--- config.mk ---
export PLATFORM = sky130hd
export DESIGN_NAME = float_accumulator_alu
export DESIGN_NICKNAME = d
export VERILOG_FILES = /design/src/hw/rtl/fac_pkg.sv /design/src/hw/rtl/float_accumulator_alu.sv
export SDC_FILE = /design/constraint.sdc
export NUM_CORES = 1
export LEC_CHECK = 0
export BUFFER_PORTS_ARGS = -buffer_cell sky130_fd_sc_hd__buf_2
export CORE_ASPECT_RATIO = 0.75
export CORE_UTILIZATION = 40
export DETAILED_ROUTE_END_ITERATION = 8
export PLACE_DENSITY = 0.65
export SLEW_MARGIN = 20
export SYNTH_ARGS = -nofsm -noshare
export SYNTH_HDL_FRONTEND = slang
export SYNTH_SLANG_ARGS = --single-unit
--- constraint.sdc ---
create_clock -name i_clk -period 6.5 [get_ports i_clk]
set_input_delay 1.3 -clock i_clk [delete_from_list [all_inputs] [get_ports i_clk]]
set_output_delay 1.3 -clock i_clk [all_outputs]
set_load 0.01 [all_outputs]
--- src/hw/rtl/fac_pkg.sv ---
// ---------------------------------------------------------------------------
// fac_pkg
// Types and codes for the binary32 accumulator calculator.
// ---------------------------------------------------------------------------
`default_nettype none

package fac_pkg;

    localparam int CMD_W    = 3;
    localparam int WORD_W   = 32;
    localparam int STATUS_W = 2;

    localparam logic [CMD_W-1:0] CMD_SET  = 3'd0;
    localparam logic [CMD_W-1:0] CMD_ADD  = 3'd1;
    localparam logic [CMD_W-1:0] CMD_SUB  = 3'd2;
    localparam logic [CMD_W-1:0] CMD_MUL  = 3'd3;
    localparam logic [CMD_W-1:0] CMD_DIV  = 3'd4;
    localparam logic [CMD_W-1:0] CMD_READ = 3'd5;

    localparam logic [STATUS_W-1:0] STATUS_OK      = 2'd0;
    localparam logic [STATUS_W-1:0] STATUS_DIV0    = 2'd1;
    localparam logic [STATUS_W-1:0] STATUS_BAD_CMD = 2'd2;

    localparam logic [WORD_W-1:0] CANON_NAN = 32'h7FC0_0000;

    typedef struct packed {
        logic [CMD_W-1:0]  cmd;
        logic [WORD_W-1:0] operand;
    } t_in_req;

    typedef struct packed {
        logic [WORD_W-1:0]   acc_value;
        logic [STATUS_W-1:0] status;
    } t_out_req;

endpackage

`default_nettype wire

--- src/hw/rtl/float_accumulator_alu.sv ---
// ---------------------------------------------------------------------------
// float_accumulator_alu
// Binary32 accumulator with set, add, subtract, multiply, divide and read.
// ---------------------------------------------------------------------------
// Usage:
//   Input channel: i_in_valid / o_in_stall carry a request {cmd, operand}.
//   Output channel: o_out_valid / i_out_stall carry {acc_value, status}.
//   Every request yields exactly one output request.
//   A request is taken only while the sequencer is idle; o_in_stall is high
//   from the cycle after acceptance until the result is written to the
//   output register. A pending output does not block acceptance.
//   Steps from acceptance to the load of the output register:
//   set, read, invalid commands and special operands: straight to done.
//   Add/subtract: alignment shift (up to 49), normalization, rounding.
//   Multiply: prescale (0-23), shift-add iterations, normalization, rounding.
//   Divide: prescale (0-23), restoring iterations, normalization, rounding.
//   The next request can be taken in the cycle after the output load.
//   The run time is set by the one-bit-per-cycle shifter and the shared
//   add/subtract datapath.
//   Reset clears the accumulator to +0.0 and drops any pending output.
//   If the receiver stalls, the finished result waits in the sequencer
//   until the output register is free.
// ---------------------------------------------------------------------------
`default_nettype none

module float_accumulator_alu (
    input  wire logic              i_clk,
    input  wire logic              i_rst_n,
    input  wire logic              i_in_valid,
    output logic                   o_in_stall,
    input  wire fac_pkg::t_in_req  i_in_req,
    output logic                   o_out_valid,
    input  wire logic              i_out_stall,
    output fac_pkg::t_out_req      o_out_req
);
    import fac_pkg::*;

    localparam logic [2:0] S_IDLE  = 3'd0;
    localparam logic [2:0] S_PREP  = 3'd1;
    localparam logic [2:0] S_MUL   = 3'd2;
    localparam logic [2:0] S_DIV   = 3'd3;
    localparam logic [2:0] S_ALIGN = 3'd4;
    localparam logic [2:0] S_NORM  = 3'd5;
    localparam logic [2:0] S_DONE  = 3'd6;

    logic [2:0]          r_state, n_state;
    logic [CMD_W-1:0]    r_cmd, n_cmd;
    logic [WORD_W-1:0]   r_acc, n_acc;
    logic [STATUS_W-1:0] r_stat, n_stat;
    logic                r_sign, n_sign;
    logic                r_subop, n_subop;
    logic signed [10:0]  r_e, n_e;
    logic signed [10:0]  r_ea, n_ea;
    logic signed [10:0]  r_eb, n_eb;
    logic [49:0]         r_m, n_m;
    logic [49:0]         r_x, n_x;
    logic [23:0]         r_ma, n_ma;
    logic [23:0]         r_mb, n_mb;
    logic [23:0]         r_hi, n_hi;
    logic [25:0]         r_rem, n_rem;
    logic [7:0]          r_d, n_d;
    logic [4:0]          r_cnt, n_cnt;
    logic                r_out_valid;
    t_out_req            r_out;

    logic        in_acc, out_load;
    logic        sa, sb, sbe, sx;
    logic [7:0]  a_exp, b_exp;
    logic        a_nan, b_nan, a_inf, b_inf, a_zero, b_zero;
    logic signed [10:0] ea_u, eb_u;
    logic [23:0] ma_u, mb_u;
    logic [24:0] mul_sum;
    logic        div_ge;
    logic [25:0] div_diff;
    logic [23:0] rnd_sig, rnd_sig2;
    logic        rnd_inc;
    logic [24:0] rnd_s25;
    logic signed [10:0] rnd_e2;
    logic [WORD_W-1:0]  rnd_word;

    assign in_acc   = i_in_valid && !o_in_stall;
    assign out_load = (r_state == S_DONE) && (!r_out_valid || !i_out_stall);

    assign a_exp  = r_acc[30:23];
    assign b_exp  = i_in_req.operand[30:23];
    assign sa     = r_acc[31];
    assign sb     = i_in_req.operand[31];
    assign sbe    = sb ^ (i_in_req.cmd == CMD_SUB);
    assign sx     = sa ^ sb;
    assign a_nan  = (a_exp == 8'hFF) && (r_acc[22:0] != 23'd0);
    assign b_nan  = (b_exp == 8'hFF) && (i_in_req.operand[22:0] != 23'd0);
    assign a_inf  = (a_exp == 8'hFF) && (r_acc[22:0] == 23'd0);
    assign b_inf  = (b_exp == 8'hFF) && (i_in_req.operand[22:0] == 23'd0);
    assign a_zero = (r_acc[30:0] == 31'd0);
    assign b_zero = (i_in_req.operand[30:0] == 31'd0);
    assign ea_u   = (a_exp == 8'd0) ? 11'sd1 : $signed({3'b000, a_exp});
    assign eb_u   = (b_exp == 8'd0) ? 11'sd1 : $signed({3'b000, b_exp});
    assign ma_u   = {a_exp != 8'd0, r_acc[22:0]};
    assign mb_u   = {b_exp != 8'd0, i_in_req.operand[22:0]};

    assign mul_sum  = {1'b0, r_hi} + (r_mb[0] ? {1'b0, r_ma} : 25'd0);
    assign div_ge   = r_rem >= {2'b00, r_mb};
    assign div_diff = r_rem - (div_ge ? {2'b00, r_mb} : 26'd0);

    // round to nearest even from the normalized working mantissa
    always_comb begin
        rnd_sig = r_m[48:25];
        rnd_inc = r_m[24] && ((|r_m[23:0]) || rnd_sig[0]);
        rnd_s25 = {1'b0, rnd_sig} + {24'd0, rnd_inc};
        if (rnd_s25[24]) begin
            rnd_sig2 = rnd_s25[24:1];
            rnd_e2   = r_e + 11'sd1;
        end else begin
            rnd_sig2 = rnd_s25[23:0];
            rnd_e2   = r_e;
        end
        if (rnd_e2 >= 11'sd255) begin
            rnd_word = {r_sign, 8'hFF, 23'd0};
        end else if (rnd_sig2[23]) begin
            rnd_word = {r_sign, rnd_e2[7:0], rnd_sig2[22:0]};
        end else begin
            rnd_word = {r_sign, 8'd0, rnd_sig2[22:0]};
        end
    end

    always_comb begin
        n_state = r_state;
        n_cmd   = r_cmd;
        n_acc   = r_acc;
        n_stat  = r_stat;
        n_sign  = r_sign;
        n_subop = r_subop;
        n_e     = r_e;
        n_ea    = r_ea;
        n_eb    = r_eb;
        n_m     = r_m;
        n_x     = r_x;
        n_ma    = r_ma;
        n_mb    = r_mb;
        n_hi    = r_hi;
        n_rem   = r_rem;
        n_d     = r_d;
        n_cnt   = r_cnt;
        case (r_state)
            S_IDLE: begin
                if (in_acc) begin
                    n_cmd   = i_in_req.cmd;
                    n_stat  = STATUS_OK;
                    n_state = S_DONE;
                    n_ma    = ma_u;
                    n_mb    = mb_u;
                    n_ea    = ea_u;
                    n_eb    = eb_u;
                    n_sign  = sx;
                    case (i_in_req.cmd)
                        CMD_SET: n_acc = i_in_req.operand;
                        CMD_READ: n_acc = r_acc;
                        CMD_ADD, CMD_SUB: begin
                            if (a_nan || b_nan) begin
                                n_acc = CANON_NAN;
                            end else if (a_inf && b_inf && (sa != sbe)) begin
                                n_acc = CANON_NAN;
                            end else if (a_inf) begin
                                n_acc = r_acc;
                            end else if (b_inf) begin
                                n_acc = {sbe, i_in_req.operand[30:0]};
                            end else if (a_zero && b_zero) begin
                                n_acc = {sa && sbe, 31'd0};
                            end else begin
                                n_subop = sa != sbe;
                                n_state = S_ALIGN;
                                if (eb_u > ea_u) begin
                                    n_m    = {1'b0, mb_u, 25'd0};
                                    n_x    = {1'b0, ma_u, 25'd0};
                                    n_e    = eb_u;
                                    n_d    = 8'(eb_u - ea_u);
                                    n_sign = sbe;
                                end else begin
                                    n_m    = {1'b0, ma_u, 25'd0};
                                    n_x    = {1'b0, mb_u, 25'd0};
                                    n_e    = ea_u;
                                    n_d    = 8'(ea_u - eb_u);
                                    n_sign = sa;
                                end
                            end
                        end
                        CMD_MUL: begin
                            if (a_nan || b_nan) begin
                                n_acc = CANON_NAN;
                            end else if ((a_inf && b_zero) || (a_zero && b_inf)) begin
                                n_acc = CANON_NAN;
                            end else if (a_inf || b_inf) begin
                                n_acc = {sx, 8'hFF, 23'd0};
                            end else if (a_zero || b_zero) begin
                                n_acc = {sx, 31'd0};
                            end else begin
                                n_state = S_PREP;
                            end
                        end
                        CMD_DIV: begin
                            if (b_zero) begin
                                n_stat = STATUS_DIV0;
                            end else if (a_nan || b_nan || (a_inf && b_inf)) begin
                                n_acc = CANON_NAN;
                            end else if (a_inf) begin
                                n_acc = {sx, 8'hFF, 23'd0};
                            end else if (b_inf || a_zero) begin
                                n_acc = {sx, 31'd0};
                            end else begin
                                n_state = S_PREP;
                            end
                        end
                        default: n_stat = STATUS_BAD_CMD;
                    endcase
                end
            end
            S_PREP: begin
                if (!r_ma[23]) begin
                    n_ma = {r_ma[22:0], 1'b0};
                    n_ea = r_ea - 11'sd1;
                end
                if (!r_mb[23]) begin
                    n_mb = {r_mb[22:0], 1'b0};
                    n_eb = r_eb - 11'sd1;
                end
                if (r_ma[23] && r_mb[23]) begin
                    if (r_cmd == CMD_MUL) begin
                        n_e     = r_ea + r_eb - 11'sd127;
                        n_hi    = 24'd0;
                        n_cnt   = 5'd24;
                        n_state = S_MUL;
                    end else begin
                        n_e     = r_ea - r_eb + 11'sd127;
                        n_rem   = {2'b00, r_ma};
                        n_x     = 50'd0;
                        n_cnt   = 5'd27;
                        n_state = S_DIV;
                    end
                end
            end
            S_MUL: begin
                if (r_cnt == 5'd0) begin
                    n_m     = {r_hi, r_mb, 2'b00};
                    n_state = S_NORM;
                end else begin
                    n_hi  = mul_sum[24:1];
                    n_mb  = {mul_sum[0], r_mb[23:1]};
                    n_cnt = r_cnt - 5'd1;
                end
            end
            S_DIV: begin
                if (r_cnt == 5'd0) begin
                    n_m     = {1'b0, r_x[26:0], 21'd0, r_rem != 26'd0};
                    n_state = S_NORM;
                end else begin
                    n_rem = {div_diff[24:0], 1'b0};
                    n_x   = {r_x[48:0], div_ge};
                    n_cnt = r_cnt - 5'd1;
                end
            end
            S_ALIGN: begin
                if (r_d == 8'd0) begin
                    n_state = S_NORM;
                    if (!r_subop) begin
                        n_m = r_m + r_x;
                    end else if (r_m >= r_x) begin
                        n_m = r_m - r_x;
                        if (r_m == r_x) begin
                            n_sign = 1'b0;
                        end
                    end else begin
                        n_m    = r_x - r_m;
                        n_sign = !r_sign;
                    end
                end else if (r_d > 8'd49) begin
                    n_x = {49'd0, r_x != 50'd0};
                    n_d = 8'd0;
                end else begin
                    n_x = {1'b0, r_x[49:1]} | {49'd0, r_x[0]};
                    n_d = r_d - 8'd1;
                end
            end
            S_NORM: begin
                if (r_m[49]) begin
                    n_m = {1'b0, r_m[49:1]} | {49'd0, r_m[0]};
                    n_e = r_e + 11'sd1;
                end else if (r_e < 11'sd1) begin
                    if (r_e < -11'sd60) begin
                        n_m = {49'd0, r_m != 50'd0};
                        n_e = 11'sd1;
                    end else begin
                        n_m = {1'b0, r_m[49:1]} | {49'd0, r_m[0]};
                        n_e = r_e + 11'sd1;
                    end
                end else if (!r_m[48] && (r_e > 11'sd1) && (r_m != 50'd0)) begin
                    n_m = {r_m[48:0], 1'b0};
                    n_e = r_e - 11'sd1;
                end else begin
                    n_acc   = (rnd_word[30:23] == 8'hFF) ? {r_sign, 8'hFF, 23'd0}
                                                         : rnd_word;
                    n_state = S_DONE;
                end
            end
            S_DONE: begin
                if (out_load) begin
                    n_state = S_IDLE;
                end
            end
            default: n_state = S_IDLE;
        endcase
    end

    always_ff @(posedge i_clk) begin
        if (!i_rst_n) begin
            r_state     <= S_IDLE;
            r_acc       <= 32'd0;
            r_out_valid <= 1'b0;
        end else begin
            r_state <= n_state;
            r_acc   <= n_acc;
            if (out_load) begin
                r_out_valid <= 1'b1;
            end else if (!i_out_stall) begin
                r_out_valid <= 1'b0;
            end
        end
    end

    always_ff @(posedge i_clk) begin
        r_cmd   <= n_cmd;
        r_stat  <= n_stat;
        r_sign  <= n_sign;
        r_subop <= n_subop;
        r_e     <= n_e;
        r_ea    <= n_ea;
        r_eb    <= n_eb;
        r_m     <= n_m;
        r_x     <= n_x;
        r_ma    <= n_ma;
        r_mb    <= n_mb;
        r_hi    <= n_hi;
        r_rem   <= n_rem;
        r_d     <= n_d;
        r_cnt   <= n_cnt;
        if (out_load) begin
            r_out.acc_value <= r_acc;
            r_out.status    <= r_stat;
        end
    end

    assign o_in_stall  = (r_state != S_IDLE);
    assign o_out_valid = r_out_valid;
    assign o_out_req   = r_out;

    a_busy_after_accept: assert property (@(posedge i_clk) disable iff (!i_rst_n)
        in_acc |=> o_in_stall)
        else $error("sequencer not busy after accepting a request");

    a_load_from_done: assert property (@(posedge i_clk) disable iff (!i_rst_n)
        $rose(o_out_valid) |-> $past(r_state) == S_DONE)
        else $error("output loaded outside the done step");

    a_status_code: assert property (@(posedge i_clk) disable iff (!i_rst_n)
        o_out_valid |-> o_out_req.status != 2'd3)
        else $error("undefined status code");

    a_cnt_bound: assert property (@(posedge i_clk) disable iff (!i_rst_n)
        (r_state == S_MUL || r_state == S_DIV) |-> r_cnt <= 5'd27)
        else $error("iteration count out of range");

endmodule

`default_nettype wire

==> results <==
- The run finished with clean final reports.
- The post-synthesis average cell area is 8.25 sq um.
- The net count reported at finish is 4,020.
- Data on the critical path arrives at its endpoint at 6.16 ns.
- The library cell used as clock root buffer is sky130_fd_sc_hd__clkbuf_16.
- The first global-routing pass estimated 179 mm of wire.
- The clock latency of the later-clocked register in the worst-skew pair is 0.60 ns.
- Entering global routing, the biggest net connects 75 pins.
- The floorplan die width is 322 um.
- The share of the clock period used by the worst path after layout is 0.904.
- Counting cells, the worst reg-to-reg path comes to 25.
- The worst setup margin is 0.623 ns.
- The floorplan step set the die height to 242 um.
- The effective utilization at floorplan is 0.407.
- The detailed-route wire length is 122 mm.
- The number of buffers added to fix hold violations after cts is 0.
- The proportion of layout cells with a drive suffix above 1 is 0.0798.
- In the post-synthesis netlist, the cell with the most instances is sky130_fd_sc_hd__nand2_1.
- The commonest cells after synthesis are 382 x sky130_fd_sc_hd__nand2_1, 292 x sky130_fd_sc_hd__a21oi_1, 285 x sky130_fd_sc_hd__edfxtp_1, 284 x sky130_fd_sc_hd__ha_1, 273 x sky130_fd_sc_hd__o21ai_0.
- Setup repair after global routing left no endpoint under its margin.
- The row count is 87.
- Measured against its own limit, the worst slew margin works out to 0.283.
- The number of instances in the synthesized netlist is 3,729.
- For this block, the via count after detailed routing is 30,800.
- Counting flops with an async set or reset pin after synthesis yields a share of 0.
- At the placement stage, the worst setup path has a slack of 0.698 ns.
- STA classifies the critical path endpoint as a flip-flop.
- The count of flip-flops with a built-in enable after synthesis is 285.
- Clock-pin slew was measured on the worst setup and hold paths at 0.06 ns.
- After the first detailed-routing iteration, the DRC count stood at 4,957.
- The count of warnings emitted by yosys is 0.
- At the pin with the least slew margin, the transition time is 1.07 ns.
- The filler cells instantiated in the layout total 7,437.
- The count of TritonRoute iterations in the first routing pass is 8.
- The timing startpoint of the critical path is r_rem[1].
- The maximum operating frequency is 0.170 GHz.
- The DRC violations left is 0.
- The count of input and output buffers is 74.
- The number of global-route vias before repair is 27,200.
- The worst register-to-register path begins at r_rem[1].
- The number of hold-slack violations in the final timing report came to 0.
- Yosys attributes the largest share of cell area to sky130_fd_sc_hd__edfxtp_1 28%, sky130_fd_sc_hd__ha_1 12%, sky130_fd_sc_hd__a21oi_1 4.8%.
- Once the clock tree was built, the setup fixing pass inserted 0 buffers.
- The final weighted congestion in routability-driven placement is 1.04.
- The post-cts sizing count is 0.
- The capture point of the critical path is r_rem[25].
- The core region is 0.0757 sq mm.
- The time the worst path needs with I/O delays and setup is 5.88 ns.
- The capture point of the worst reg-to-reg path is r_rem[25].
- The most used flip-flop cell after synthesis is sky130_fd_sc_hd__edfxtp_1.
- After routing, the total negative slack on setup checks comes to 0 ns.
- The TritonCTS clock tree is built.
- The die outline area is 0.0780 sq mm.
- Across every metal layer, demand over resource in global routing totals 0.302.
- The maximum fanout encountered on the critical timing path is 4.
- After detailed routing, the average wire length per cell comes to 25.7 um.
- The number of nets in the synthesized netlist is 4,061.
- The max-slew violation total from the final report was 0.
- The cell taking the most area after synthesis is sky130_fd_sc_hd__edfxtp_1.
- The share of synthesized area in the top cell type comes to 0.278.
- The min-delay analysis places its worst path in the category reg2reg.
- The maximum clock skew at final layout is 0.0365 ns.
- The maximum buffer depth of the clock tree is 3.
- The residual overflow from global routing is 0.
- The per-cell via count in the routed design is 6.50.
- The number of antenna violations at the first check in global routing is 3.
- The worst-case register-to-register setup slack is 0.62 ns.
- The H-tree depth is 2.
- The HPWL reported at the end of detailed placement is 92.4 mm.
- For this design, the sink count on the clock tree is 321.
- The number of clock buffers inserted by TritonCTS is 40.
- The cell area that synthesis handed to floorplanning was 0.0308 sq mm.
- The number of top-level pins is 75.
- The count of antenna-violating nets left after detailed routing is 0.
- The startpoint kind of the worst setup timing path is a flip-flop.
- The critical setup path kind is reg2reg.
- The number of unique standard cell types used by synthesis is 101.
- Max-cap violations in this run came to 0.
- At the worst endpoint, the required time is 6.78 ns.
- Compared with the post-synthesis result, the final layout area differs by 8.63%.
- Counting flops and latches in the post-synthesis netlist gives 321.
- Setup violations remaining at the end of the flow were counted as 0.
- The register area share after synthesis is 0.302.
worst min path at each step:
stage,start,to,slack [ns],cells after the start
floorplan,r_stat[0],o_out_req[0],0.40,0
global placement,r_stat[0],o_out_req[0],0.41,0
detailed placement,r_stat[1],o_out_req[1],0.41,0
CTS,r_stat[0],o_out_req[0],0.42,0
global route,r_stat[0],o_out_req[0],0.43,0
finish,r_stat[0],o_out_req[0],0.42,0
routing by layer:
metal  share of wire  GRT usage
met1            0.44      0.456
met2            0.38      0.385
met3            0.16      0.126
met4           0.024     0.0686
met5               0          0
flip-flops by register name, summed over array words and instances (netlist names), 2 cells and up:
register and cells:
r_stat 2, r_e 11, r_x 50, r_ea 11
r_state 3, o_out_req 34, r_m 50, r_acc 32
r_d 8, r_cmd 3, r_rem 26, r_cnt 5
r_hi 24, r_mb 24, r_ma 24, r_eb 11
per-stage QoR:
stage	util	hold WS, ns	area [sq um]	cells
global placement	0.424	0.405	32100	4669
detailed placement	0.424	0.408	32100	4669
CTS	0.441	0.420	33400	4743
finish	0.442	0.420	33400	4746
floorplan	-	0.400	30800	3729
global route	0.442	0.434	33400	4745
final cells by class:
type                       instances  area [sq um]  share of cell area
inverter                         263           987              0.0295
multi-input combinational       2924         19700               0.589
sequential                       321          9280               0.278
clock inverter                    27           209             0.00625
tap                             1023          1280              0.0383
clock buffer                      47          1090              0.0326
antenna                            3          7.51            0.000225
timing repair buffer             138           863              0.0258
logic make-up (layout without fill, tap and decap cells):
logic type,Yosys count,after routing,share of synthesized area
compound gates,1222,1222,0.259
simple gates,1176,1176,0.186
buf+inv,484,475,0.0617
flops,321,321,0.302
fa+ha+maj,293,293,0.121
xor+xnor,153,153,0.0436
mux,80,80,0.0267
other cells,0,3,0
worst max-delay path: stages, from the launching register on:
cell and delay, ns:
sky130_fd_sc_hd__edfxtp_1 0.46, sky130_fd_sc_hd__ha_1 0.34, sky130_fd_sc_hd__nor2b_1 0.14, sky130_fd_sc_hd__o21a_1 0.16
sky130_fd_sc_hd__o21a_1 0.17, sky130_fd_sc_hd__o21a_1 0.16, sky130_fd_sc_hd__o21ai_0 0.15, sky130_fd_sc_hd__nand2b_1 0.07
sky130_fd_sc_hd__a2111oi_0 0.45, sky130_fd_sc_hd__o211ai_1 0.16, sky130_fd_sc_hd__nand3_1 0.13, sky130_fd_sc_hd__nand3_1 0.10
sky130_fd_sc_hd__and2_1 0.19, sky130_fd_sc_hd__ha_1 0.22, sky130_fd_sc_hd__fa_1 0.43, sky130_fd_sc_hd__nor2b_1 0.12
sky130_fd_sc_hd__o21ai_0 0.11, sky130_fd_sc_hd__a21bo_2 0.26, sky130_fd_sc_hd__a2111o_1 0.38, sky130_fd_sc_hd__a21boi_0 0.33
sky130_fd_sc_hd__o31ai_1 0.14, sky130_fd_sc_hd__a311oi_1 0.35, sky130_fd_sc_hd__a211oi_1 0.18, sky130_fd_sc_hd__a21oi_1 0.21
sky130_fd_sc_hd__or3_1 0.12, sky130_fd_sc_hd__a21oi_1 0.06
cells in the final DEF, fill, tap and decap left out, drive strengths merged, types with 47 or more instances in the layout:
cell / count
o211ai: 48
nor2: 267
edfxtp: 285
mux2i: 67
nand4: 64
a21o: 65
xnor2: 112
nor4: 67
nor3: 81
inv: 265
clkbuf: 47
a22oi: 71
o21ai: 282
a31oi: 61
o21bai: 47
nand3: 72
o22ai: 64
nand2: 382
a21oi: 301
buf: 138
a211oi: 47
ha: 284
Power is not shown: default switching activity piles up to over one toggle a cycle in this logic, so the estimate is an artifact.
